--- config.mk ---
export PLATFORM = sky130hd
export DESIGN_NAME = bfa_pick
export DESIGN_NICKNAME = d
export VERILOG_FILES = /design/src/hw/rtl/bfa_pkg.sv /design/src/hw/rtl/bfa_pick.sv
export SDC_FILE = /design/constraint.sdc
export NUM_CORES = 1
export LEC_CHECK = 0
export BUFFER_PORTS_ARGS = -buffer_cell sky130_fd_sc_hd__buf_4
export CORE_AREA = 3 3 60 62
export DETAILED_ROUTE_END_ITERATION = 10
export DIE_AREA = 0 0 63 65
export GPL_ROUTABILITY_DRIVEN = 1
export PLACE_DENSITY = 0.84
export SYNTH_ARGS = -nofsm -noshare
export SYNTH_HDL_FRONTEND = slang
export SYNTH_SLANG_ARGS = --single-unit
--- constraint.sdc ---
create_clock -name vclk -period 3
set_input_delay 0.6 -clock vclk [all_inputs]
set_output_delay 0.6 -clock vclk [all_outputs]
set_load 0.005 [all_outputs]
--- src/hw/rtl/bfa_pkg.sv ---
`timescale 1ns / 1ps

package bfa_pkg;

  // default geometry
  localparam int POOL_BYTES_DEF   = 4096;
  localparam int HEADER_BYTES_DEF = 40;
  localparam int MIN_SPLIT_DEF    = 32;

  // fixed field widths
  localparam int ACT_W   = 2;
  localparam int REQ_W   = 13;
  localparam int ADDR_W  = 12;
  localparam int STAT_W  = 2;
  localparam int CFG_W   = 13;
  localparam int STAMP_W = 32;
  localparam int NEED_W  = 12;

  localparam logic [CFG_W-1:0] CFG_RESET = 13'd4096;

  // action codes
  localparam logic [ACT_W-1:0] ACT_ALLOC = 2'd0;
  localparam logic [ACT_W-1:0] ACT_FREE  = 2'd1;
  localparam logic [ACT_W-1:0] ACT_INIT  = 2'd2;
  localparam logic [ACT_W-1:0] ACT_RSVD  = 2'd3;

  // status codes
  localparam logic [STAT_W-1:0] ST_OK      = 2'd0;
  localparam logic [STAT_W-1:0] ST_NOFIT   = 2'd1;
  localparam logic [STAT_W-1:0] ST_BADFREE = 2'd2;
  localparam logic [STAT_W-1:0] ST_INITF   = 2'd3;

endpackage

--- src/hw/rtl/bfa_pick.sv ---
`timescale 1ns / 1ps

// Best-fit compare: smallest fitting free block, ties to the newer stamp.
module bfa_pick #(
  parameter int GW = 10
) (
  input  logic                        cand_start_i,
  input  logic                        cand_free_i,
  input  logic [GW-1:0]               cand_gran_i,
  input  logic [bfa_pkg::STAMP_W-1:0] cand_stamp_i,
  input  logic [bfa_pkg::NEED_W-1:0]  need_i,
  input  logic                        best_v_i,
  input  logic [GW-1:0]               best_gran_i,
  input  logic [bfa_pkg::STAMP_W-1:0] best_stamp_i,
  output logic                        take_o
);

  localparam int CW = (GW > bfa_pkg::NEED_W) ? GW : bfa_pkg::NEED_W;

  logic fits;
  logic better;

  assign fits   = CW'(cand_gran_i) >= CW'(need_i);
  assign better = !best_v_i || (cand_gran_i < best_gran_i) ||
                  ((cand_gran_i == best_gran_i) && (cand_stamp_i > best_stamp_i));
  assign take_o = cand_start_i && cand_free_i && fits && better;

endmodule

# Yosys cells after proc, flatten, opt, wreduce, memory -nomap -nowiden
# Cells that the tools add are included.
# word_totals
register_bits,0
input_bits,99
out_inout_bits,1
wordCells,11
# classes
order_cmp,3
eq_ne,1
reduce_logical,7
# op_table
operator,count
32-bit greater-than comparator,1
10-bit by 12-bit >= comparator with 1-bit output,1
10-bit equality test,1
10-bit < comparator,1
1-bit logical AND,4
1-bit logical OR,2
1-bit logical NOT,1

# Depth between registers and ports, before layout
# Gate-level depths: netlist (run 1).
# depth
ltp_word,4
ltp_mapped,8
mapped_depth_nobuf,8

# Least setup slack after synthesis (run 1)
# No wires, ideal clock.
# synth_path
kind,in2out
start,in best_stamp_i[14] (netlist name)
end,out take_o
t_arrival_ns,1.932
t_required_ns,2.400
setup_slack_ns,0.468
cell_stages,8
path_buffers,0
path_cell_list,inv_1 > ha_1 > a21oi_1 > nand2_1 > a221o_1 > o31a_1 > o21ai_1 > a21oi_1
# synth_between
elab_chain_cells,4
# synth_lines
element,line,rtl
"start, declared",bfa_pick.sv:14,"input logic [bfa_pkg::STAMP_W-1:0] best_stamp_i,"
32-bit greater-than comparator,bfa_pick.sv:25,((cand_gran_i == best_gran_i) && (cand_stamp_i > best_stamp_i));
1-bit logical AND,bfa_pick.sv:25,
1-bit logical OR,bfa_pick.sv:24,assign better = !best_v_i || (cand_gran_i < best_gran_i) ||
1-bit logical AND,bfa_pick.sv:26,assign take_o = cand_start_i && cand_free_i && fits && better;
"end, declared",bfa_pick.sv:15,output logic take_o
# No other way between the ends.

# Worst setup path in the final report (run 1)
# layout_path
start,in cand_stamp_i[14] (netlist name)
end,out take_o
# layout_between
elab_chain_cells,4
# layout_lines
element,line,rtl
"start, declared",bfa_pick.sv:10,"input logic [bfa_pkg::STAMP_W-1:0] cand_stamp_i,"
32-bit greater-than comparator,bfa_pick.sv:25,
1-bit logical AND,bfa_pick.sv:25,
1-bit logical OR,bfa_pick.sv:24,
1-bit logical AND,bfa_pick.sv:26,
# No other way between the ends.

==> out/metrics.yaml, run 1 <==
cells_and_area:
  drive_gt1_share_pct: 36.9
  num-clock-buffers: 0
  multi_input_area_um2: 1130
  fin_area_um2: 2130
  seq_cell_count: 0
  nNetsFinal: 435
  n_antenna_cell: 0
  areaGrowthSynthToFinish_pct: 62.5
  final-seq-area_um2: 0
  nFillCells: 277
synthesis:
  synth-compound-area-share_pct: 19.4
  syn_inst: 182
  yosys.area_share.simple_pct: 16.1
  yosys_warnings: 0
  synth_top_family_by_area: "adder cells"
  ys_seq_area_share_pct: 0
  syn_area_per_cell_um2: 7.21
  synthXorXnorAreaFrac_pct: 0
  syn_nets: 333
  synth.distinct_cells: 27
  netlist_area_um2: 1310
  synthMuxAreaShare_pct: 0
  synthAdderAreaFrac_pct: 49.6
power_and_ir_drop:
  p_leak_uw: 0.00134
  seq_power_share_pct: 0
  clockPowerShare_pct: 0
  peakVddDrop_uv: 61.3
  p_per_area_nw_per_um2: 115
  intPower_uw: 148
  p_switching_uw: 96.9
  combPwrFrac_pct: 100.0
  swShare_pct: 39.6
route:
  wl_um: 3460
  drt_pass1_iterations: 3
  via_count: 1546
  drt_iter0_drc: 35
  avgViaCountPerCell: 4.74
  drc: 0
  ant_nets: 0
  wire_per_inst_um: 10.6
global_route:
  grt_max_degree: 4
  grt-ovfl-total: 0
  antenna_found_initial: 0
  grt_pass1_vias: 1531
  grt_pass1_wl_um: 5690
  grt_usage_pct: 16.1
timing:
  setup_tns_ns: 0
  finalSetupViolCount: 0
  fin_crit_sh_pct: 95.9
  min_period_ns: 2.88
  relSlewSlack_pct: 80.2
  rsz0062_at_grt: "false"
  drv_slew: 0
  hold_viol: 0
  worst_pin_slew_ns: 0.293
  fmax_mhz: 347
critical_path:
  cp_cell_sequence: "buf_4 > ha_1 > a21oi_1 > nand2_1 > a221o_1 > o31a_1 > o21ai_1 > a21oi_1 > buf_4"
  required_ns: 2.40
  crit_slowest_cell: "a221o_1"
  cpPeakStageDelay_ns: 0.34
  worst-setup-path-type: "primary input to output port"
  critPathArrivalTime_ns: 2.28
  cp-end-kind: "output port"
  path_max_fanout: 3
  cp-start-kind: "primary input"
cts:
  cts_setup_buffers: 0
  ctsHoldBuffers: 0
  cts_resized: 0
placed_design:
  placed_area_um2: 2120
  hpwlAfterDp_um: 3340
  routabilityCongestion: 0.842
  io_buffers: 100
floorplan:
  rows: 20
  io_pins: 100
  die_w_um: 63
  dieArea_um2: 4100
  start_util_pct: 42.6
  fp.dieH_um: 65
  core_um2: 3080
hold_path:
  holdPathStages: 4
  min-delay-path-class: "primary input to output port"
status:
  outcome: "finished clean"
run:
  drv_cap: 0
## path summary, 6_finish.rpt
| path | slack, ns | to | startpoint |
|---|---|---|---|
| hold / removal | 1.55 | take_o | best_v_i |
| setup / recovery | 0.12 | take_o | cand_stamp_i[14] |
## synthesized netlist by cell type, drive strengths merged, types with 2 or more instances
library cell,number,share of area [%]
ha,52,50
inv,52,15
a21oi,16,6.1
nand2,10,2.9
o21ai,8,3.0
nand4,7,3.8
a21o,6,3.4
nand3,6,2.3
and4,3,2.0
nor2,3,0.86
nor2b,3,1.4
a221oi,2,1.3
a31oi,2,0.95
nor4,2,1.4
## placed cells by master, fill, tap and decap left out, types with 3 or more instances in the layout
master,netlist,routed
nand3_1,6,6
and4_1,3,3
inv_1,52,52
ha_1,52,52
buf_4,0,100
nand2_1,10,10
o21ai_0,3,3
o21ai_1,5,5
nor2_1,3,3
a21oi_1,16,16
a21o_1,6,6
nand4_1,6,6
nor2b_1,3,3
## per-layer routing
metal | share of wire [%] | global-route usage [%] | up-vias
li1 | - | - | 833
met4 | 0.66 | 0.826 | 0
met1 | 39 | 17.3 | 658
met2 | 52 | 33.5 | 53
met5 | 0 | 0 | -
met3 | 8.2 | 3.12 | 2
## through the flow
stage          cells  power, uW  hold WS (ns)  setup WS (ns)  utilization, %
6_report         326        245          1.55          0.122            69.3
3_5_place_dp     326        245          1.56         0.0962            68.8
3_3_place_gp     326        238          1.55          0.166            68.8
4_1_cts          326        246          1.56         0.0950            68.8
5_1_grt          326        281          1.58         0.0148            69.3
2_1_floorplan    182        116          1.32          0.468               -
## power groups by stage
| stage | clock (uW) | combinational, uW | sequential, uW |
|---|---|---|---|
| after floorplan | 0 | 116 | 0 |
| after global placement | 0 | 238 | 0 |
| after detailed placement | 0 | 245 | 0 |
| after CTS | 0 | 246 | 0 |
| after global routing | 0 | 281 | 0 |
| final | 0 | 245 | 0 |
## kinds of logic (layout without fill, tap and decap cells)
family | Yosys count | in the layout
AOI/OAI and AO/OA | 41 | 41
and+or+nand+nor | 37 | 37
buffers and inverters | 52 | 152
adders and majority gates | 52 | 52
## cell type report
class	instances	share of cell area, %
tap	44	2.58
multi-input combinational	130	53.1
inverter	52	9.15
timing repair buffer	100	35.2
## critical path: cells and delay by family
| family | cells | cell delay, ns |
|---|---|---|
| compound gates | 5 | 1.03 |
| fa+ha+maj | 1 | 0.32 |
| buf+inv | 2 | 0.25 |
| simple gates | 1 | 0.07 |
Note: power is estimated with default switching activity, not from simulation.
==> inputs of run 2 (changes only) <==
--- a/config.mk
+++ b/config.mk
@@ -6,9 +6,9 @@
 export NUM_CORES = 1
 export LEC_CHECK = 0
 export BUFFER_PORTS_ARGS = -buffer_cell sky130_fd_sc_hd__buf_4
-export CORE_AREA = 3 3 60 62
+export CORE_AREA = 2 2 59 61
 export DETAILED_ROUTE_END_ITERATION = 10
-export DIE_AREA = 0 0 63 65
+export DIE_AREA = 0 0 61 63
 export GPL_ROUTABILITY_DRIVEN = 1
 export PLACE_DENSITY = 0.84
 export SYNTH_ARGS = -nofsm -noshare
==> out/metrics.yaml, run 2 (same netlist as run 1, synthesis figures left out) <==
placed_design:
  hpwlAfterDp_um: 3050  # was 3340 um
  io_buffers: 100  # unchanged
  place_ws_ns: 0.145  # was 0.0962 ns
  placed_cells: 328  # was 326
  routabilityCongestion: 0.857  # was 0.842
route:
  wire_per_inst_um: 9.71  # was 10.6 um
  via_count: 1548  # was 1546
  ant_nets: 0  # unchanged
  wl_um: 3190  # was 3460 um
  drc: 0  # unchanged
  avgViaCountPerCell: 4.72  # was 4.74
  drt_pass1_iterations: 2  # was 3
  drt_iter0_drc: 11  # was 35
critical_path:
  worst-setup-path-type: "primary input to output port"  # unchanged
  required_ns: 2.40  # about the same
  cp-start-kind: "primary input"  # unchanged
  path_max_fanout: 3  # unchanged
  crit_path_end: "take_o"  # unchanged
  crit_start: "cand_stamp_i[14]"  # unchanged
  critPathArrivalTime_ns: 2.26  # was 2.28 ns
  cp-end-kind: "output port"  # unchanged
timing:
  fin_crit_sh_pct: 95.4  # was 95.9%
  finalSetupViolCount: 0  # unchanged
  finalWorstSetupSlack_ns: 0.138  # was 0.122 ns
  min_period_ns: 2.86  # was 2.88 ns
  hold_viol: 0  # unchanged
  rsz0062_at_grt: "false"  # unchanged
  hold_ws_ns: 1.55  # about the same
  setup_tns_ns: 0  # unchanged
  worst_pin_slew_ns: 0.270  # was 0.293 ns
  fmax_mhz: 349  # was 347 MHz
  relSlewSlack_pct: 81.9  # was 80.2%
  drv_slew: 0  # unchanged
status:
  outcome: "finished clean"  # unchanged
power_and_ir_drop:
  p_per_area_nw_per_um2: 115  # about the same
  p_leak_uw: 0.00133  # was 0.00134 uW
  power_uw: 244  # was 245 uW
  peakVddDrop_uv: 54.9  # was 61.3 uV
global_route:
  grt_usage_pct: 16.7  # was 16.1%
  grt_max_degree: 4  # unchanged
  grt-ovfl-total: 0  # unchanged
  grt_pass1_wl_um: 5400  # was 5690 um
  grt_pass1_vias: 1516  # was 1531
  antenna_found_initial: 0  # unchanged
cells_and_area:
  nNetsFinal: 435  # unchanged
  layout_commonest_cell: "buf_4"  # unchanged
  seq_cell_count: 0  # unchanged
  final-seq-area_um2: 0  # unchanged
  areaGrowthSynthToFinish_pct: 62.1  # was 62.5%
  n_antenna_cell: 0  # unchanged
  layout_common_cells: "buf_4 (100), inv_1 (52), ha_1 (52), a21oi_1 (16), nand2_1 (10)"  # unchanged
  drive_gt1_share_pct: 36.9  # unchanged
  nFillCells: 296  # was 277
  finalNonFillerCells: 328  # was 326
  num-clock-buffers: 0  # unchanged
floorplan:
  start_util_pct: 40.6  # was 42.6%
  die_w_um: 61  # was 63 um
  io_pins: 100  # unchanged
  dieArea_um2: 3840  # was 4100 um2
  core_um2: 3230  # was 3080 um2
  fp.dieH_um: 63  # was 65 um
  rows: 21  # was 20
run:
  drv_cap: 0  # unchanged
hold_path:
  min-delay-path-class: "primary input to output port"  # unchanged
==> run 2: cell counts in the layout (fill, tap and decap cells not counted) <==
Identical to the previous run, type by type.
==> run 2: worst max-delay path, cell delays in order <==
cell and delay (ns):
buf_4 0.11, ha_1 0.32, a21oi_1 0.16, nand2_1 0.07
a221o_1 0.34, o31a_1 0.30, o21ai_1 0.15, a21oi_1 0.08
buf_4 0.14
==> run 2: what timing repair did <==
action,4_1_cts,5_1_grt
hold buffers,0,0
setup endpoints to repair,0,1
resized for setup,0,1
buffers inserted,0,0
==> run 2: worst min-delay path by stage <==
stage,from,endpoint,slack [ns],cells after the start
global placement,need_i[10],take_o,1.54,5
detailed placement,need_i[10],take_o,1.54,5
CTS,need_i[10],take_o,1.54,5
global route,need_i[10],take_o,1.58,5
finish,need_i[10],take_o,1.55,5
floorplan,need_i[10],take_o,1.32,3
==> run 2: final cells by class <==
| cell class | instances | area [um2] | share of cell area (%) |
|---|---|---|---|
| well taps | 46 | 57.6 | 2.71 |
| inverters | 52 | 195 | 9.18 |
| repair buffers | 100 | 751 | 35.3 |
| multi-input cells | 130 | 1120 | 52.8 |
==> run 2: metrics by stage <==
stage / instance area (um2) / utilization [%]
after floorplan: 1310 / -
after global placement: 2120 / 65.6
after detailed placement: 2120 / 65.6
after CTS: 2120 / 65.6
after global routing: 2130 / 65.8
final: 2130 / 65.8
==> run 2: routing by layer <==
layer | share of wire [%] | global-route usage (%)
met1 | 40 | 18.5
met4 | 1.3 | 1.63
met3 | 8.4 | 1.86
met2 | 51 | 33.3
met5 | 0 | 0
==> run 2: power breakdown <==
| part | total, uW | leakage [uW] | switching (uW) | internal (uW) |
|---|---|---|---|---|
| Clock | 0 | 0 | 0 | 0 |
| Sequential | 0 | 0 | 0 | 0 |
| Combinational | 244 | 0.00133 | 96.2 | 148 |
==> inputs of run 3 (changes only) <==
--- a/config.mk
+++ b/config.mk
@@ -6,11 +6,12 @@
 export NUM_CORES = 1
 export LEC_CHECK = 0
 export BUFFER_PORTS_ARGS = -buffer_cell sky130_fd_sc_hd__buf_4
-export CORE_AREA = 2 2 59 61
+export CORE_AREA = 2 2 58 60
 export DETAILED_ROUTE_END_ITERATION = 10
-export DIE_AREA = 0 0 61 63
+export DIE_AREA = 0 0 60 62
 export GPL_ROUTABILITY_DRIVEN = 1
-export PLACE_DENSITY = 0.84
+export PLACE_DENSITY = 0.87
+export REMOVE_ABC_BUFFERS = 1
 export SYNTH_ARGS = -nofsm -noshare
 export SYNTH_HDL_FRONTEND = slang
 export SYNTH_SLANG_ARGS = --single-unit
==> constraint.sdc (replaced) <==
create_clock -name vclk -period 3.71
set_input_delay 0.742 -clock vclk [all_inputs]
set_output_delay 0.742 -clock vclk [all_outputs]
set_load 0.005 [all_outputs]
==> out/metrics.yaml, run 3 (same netlist as run 1, synthesis figures left out) <==
status:
  outcome: "finished clean"  # unchanged
power_and_ir_drop:
  clockPowerShare_pct: 0  # about the same
  p_switching_uw: 77.2  # was 96.2 uW
  peakVddDrop_uv: 52.3  # was 54.9 uV
  seq_power_share_pct: 0  # about the same
  combPwrFrac_pct: 100.0  # about the same
  p_leak_uw: 0.00133  # about the same
  p_per_area_nw_per_um2: 92.6  # was 115 nW/um2
  swShare_pct: 39.3  # was 39.4%
  intPower_uw: 119  # was 148 uW
timing:
  fin_crit_sh_pct: 84.8
  finalWorstSetupSlack_ns: 0.564  # was 0.138 ns
  hold_viol: 0  # unchanged
  fmax_mhz: 318
  finalSetupViolCount: 0  # unchanged
  worst_pin_slew_ns: 0.386  # was 0.270 ns
  relSlewSlack_pct: 74.0  # was 81.9%
  rsz0062_at_grt: "false"  # unchanged
  setup_tns_ns: 0  # unchanged
  drv_slew: 0  # unchanged
  min_period_ns: 3.15
cells_and_area:
  seq_cell_count: 0  # unchanged
  layout_common_cells: "buf_4 (100), inv_1 (52), ha_1 (52), a21oi_1 (16), nand2_1 (10)"  # unchanged
  final-seq-area_um2: 0  # unchanged
  n_antenna_cell: 0  # unchanged
  drive_gt1_share_pct: 36.5  # was 36.9%
  finalNonFillerCells: 328  # unchanged
  layout_commonest_cell: "buf_4"  # unchanged
  areaGrowthSynthToFinish_pct: 61.6  # was 62.1%
  num-clock-buffers: 0  # unchanged
  nNetsFinal: 435  # unchanged
critical_path:
  required_ns: 2.97  # was 2.40 ns
  cp-start-kind: "primary input"  # unchanged
  crit_start: "cand_stamp_i[14]"  # unchanged
  critPathArrivalTime_ns: 2.40  # was 2.26 ns
  worst-setup-path-type: "primary input to output port"  # unchanged
  path_delay_family: "compound AO/OA/AOI/OAI gates"  # unchanged
  cpPeakStageDelay_ns: 0.34  # about the same
  cp_cell_sequence: "buf_4 > ha_1 > a21oi_1 > nand2_1 > a221o_1 > o31a_1 > o21ai_1 > a21oi_1 > buf_4"  # unchanged
  crit_slowest_cell: "a221o_1"  # unchanged
  path_max_fanout: 3  # unchanged
  cp-end-kind: "output port"  # unchanged
  cp_num_buf_inv: 2  # unchanged
global_route:
  grt_usage_pct: 17.5  # was 16.7%
  grt_pass1_wl_um: 5270  # was 5400 um
  antenna_found_initial: 0  # unchanged
  grt-ovfl-total: 0  # unchanged
  grt_max_degree: 4  # unchanged
  grt_pass1_vias: 1440  # was 1516
cts:
  cts_resized: 0  # unchanged
  cts_setup_buffers: 0  # unchanged
  ctsHoldBuffers: 0  # unchanged
route:
  wl_um: 3280  # was 3190 um
  drt_pass1_iterations: 4  # was 2
  drt_iter0_drc: 28  # was 11
  ant_nets: 0  # unchanged
  wire_per_inst_um: 9.98  # was 9.71 um
  avgViaCountPerCell: 4.73  # was 4.72
  via_count: 1553  # was 1548
  drc: 0  # unchanged
placed_design:
  io_buffers: 100  # unchanged
  hpwlAfterDp_um: 3200  # was 3050 um
  routabilityCongestion: 0.834  # was 0.857
  place_ws_ns: 0.534  # was 0.145 ns
  placed_cells: 328  # unchanged
floorplan:
  io_pins: 100  # unchanged
  die_w_um: 60  # was 61 um
  core_um2: 3180  # was 3230 um2
  fp.dieH_um: 62  # was 63 um
  rows: 21  # unchanged
  dieArea_um2: 3720  # was 3840 um2
  start_util_pct: 41.3  # was 40.6%
hold_path:
  worstHoldStart: "need_i[10]"  # unchanged
  min-delay-path-class: "primary input to output port"  # unchanged
run:
  drv_cap: 0  # unchanged
## run 3: cell counts in the layout (fill, tap and decap cells not counted)
No cell type changed its count.
## run 3: final cells by class
| type | count | area (um2) |
|---|---|---|
| multi-input cells | 130 | 1120 |
| inverters | 52 | 195 |
| fillers | 284 | 1060 |
| repair buffers | 100 | 751 |
| well taps | 46 | 57.6 |
## run 3: power groups by stage
stage	logic [uW]	registers (uW)	clock network [uW]
final	196	0	0
after CTS	200	0	0
after detailed placement	198	0	0
after global placement	192	0	0
after floorplan	93.8	0	0
after global routing	227	0	0
## run 3: routing by layer
| layer | wire (um) | track usage (%) | part of all wire [%] |
|---|---|---|---|
| met4 | 47 | 2.86 | 1.4 |
| met3 | 246 | 1.24 | 7.5 |
| met5 | 0 | 0 | 0 |
| met1 | 1270 | 20.1 | 39 |
| met2 | 1710 | 35.6 | 52 |
## run 3: metrics by stage
| step | utilization (%) | hold WS [ns] | area (um2) | power [uW] |
|---|---|---|---|---|
| after global routing | 66.7 | 1.88 | 2120 | 227 |
| after floorplan | - | 1.60 | 1310 | 93.8 |
| after global placement | 66.7 | 1.84 | 2120 | 192 |
| after CTS | 66.7 | 1.85 | 2120 | 200 |
| final | 66.7 | 1.85 | 2120 | 196 |
| after detailed placement | 66.7 | 1.85 | 2120 | 198 |
## run 3: path summary, 6_finish.rpt
path / slack (ns) / endpoint / cells past startpoint
worst min-delay path: 1.85 / take_o / 5
worst max-delay path: 0.56 / take_o / 9
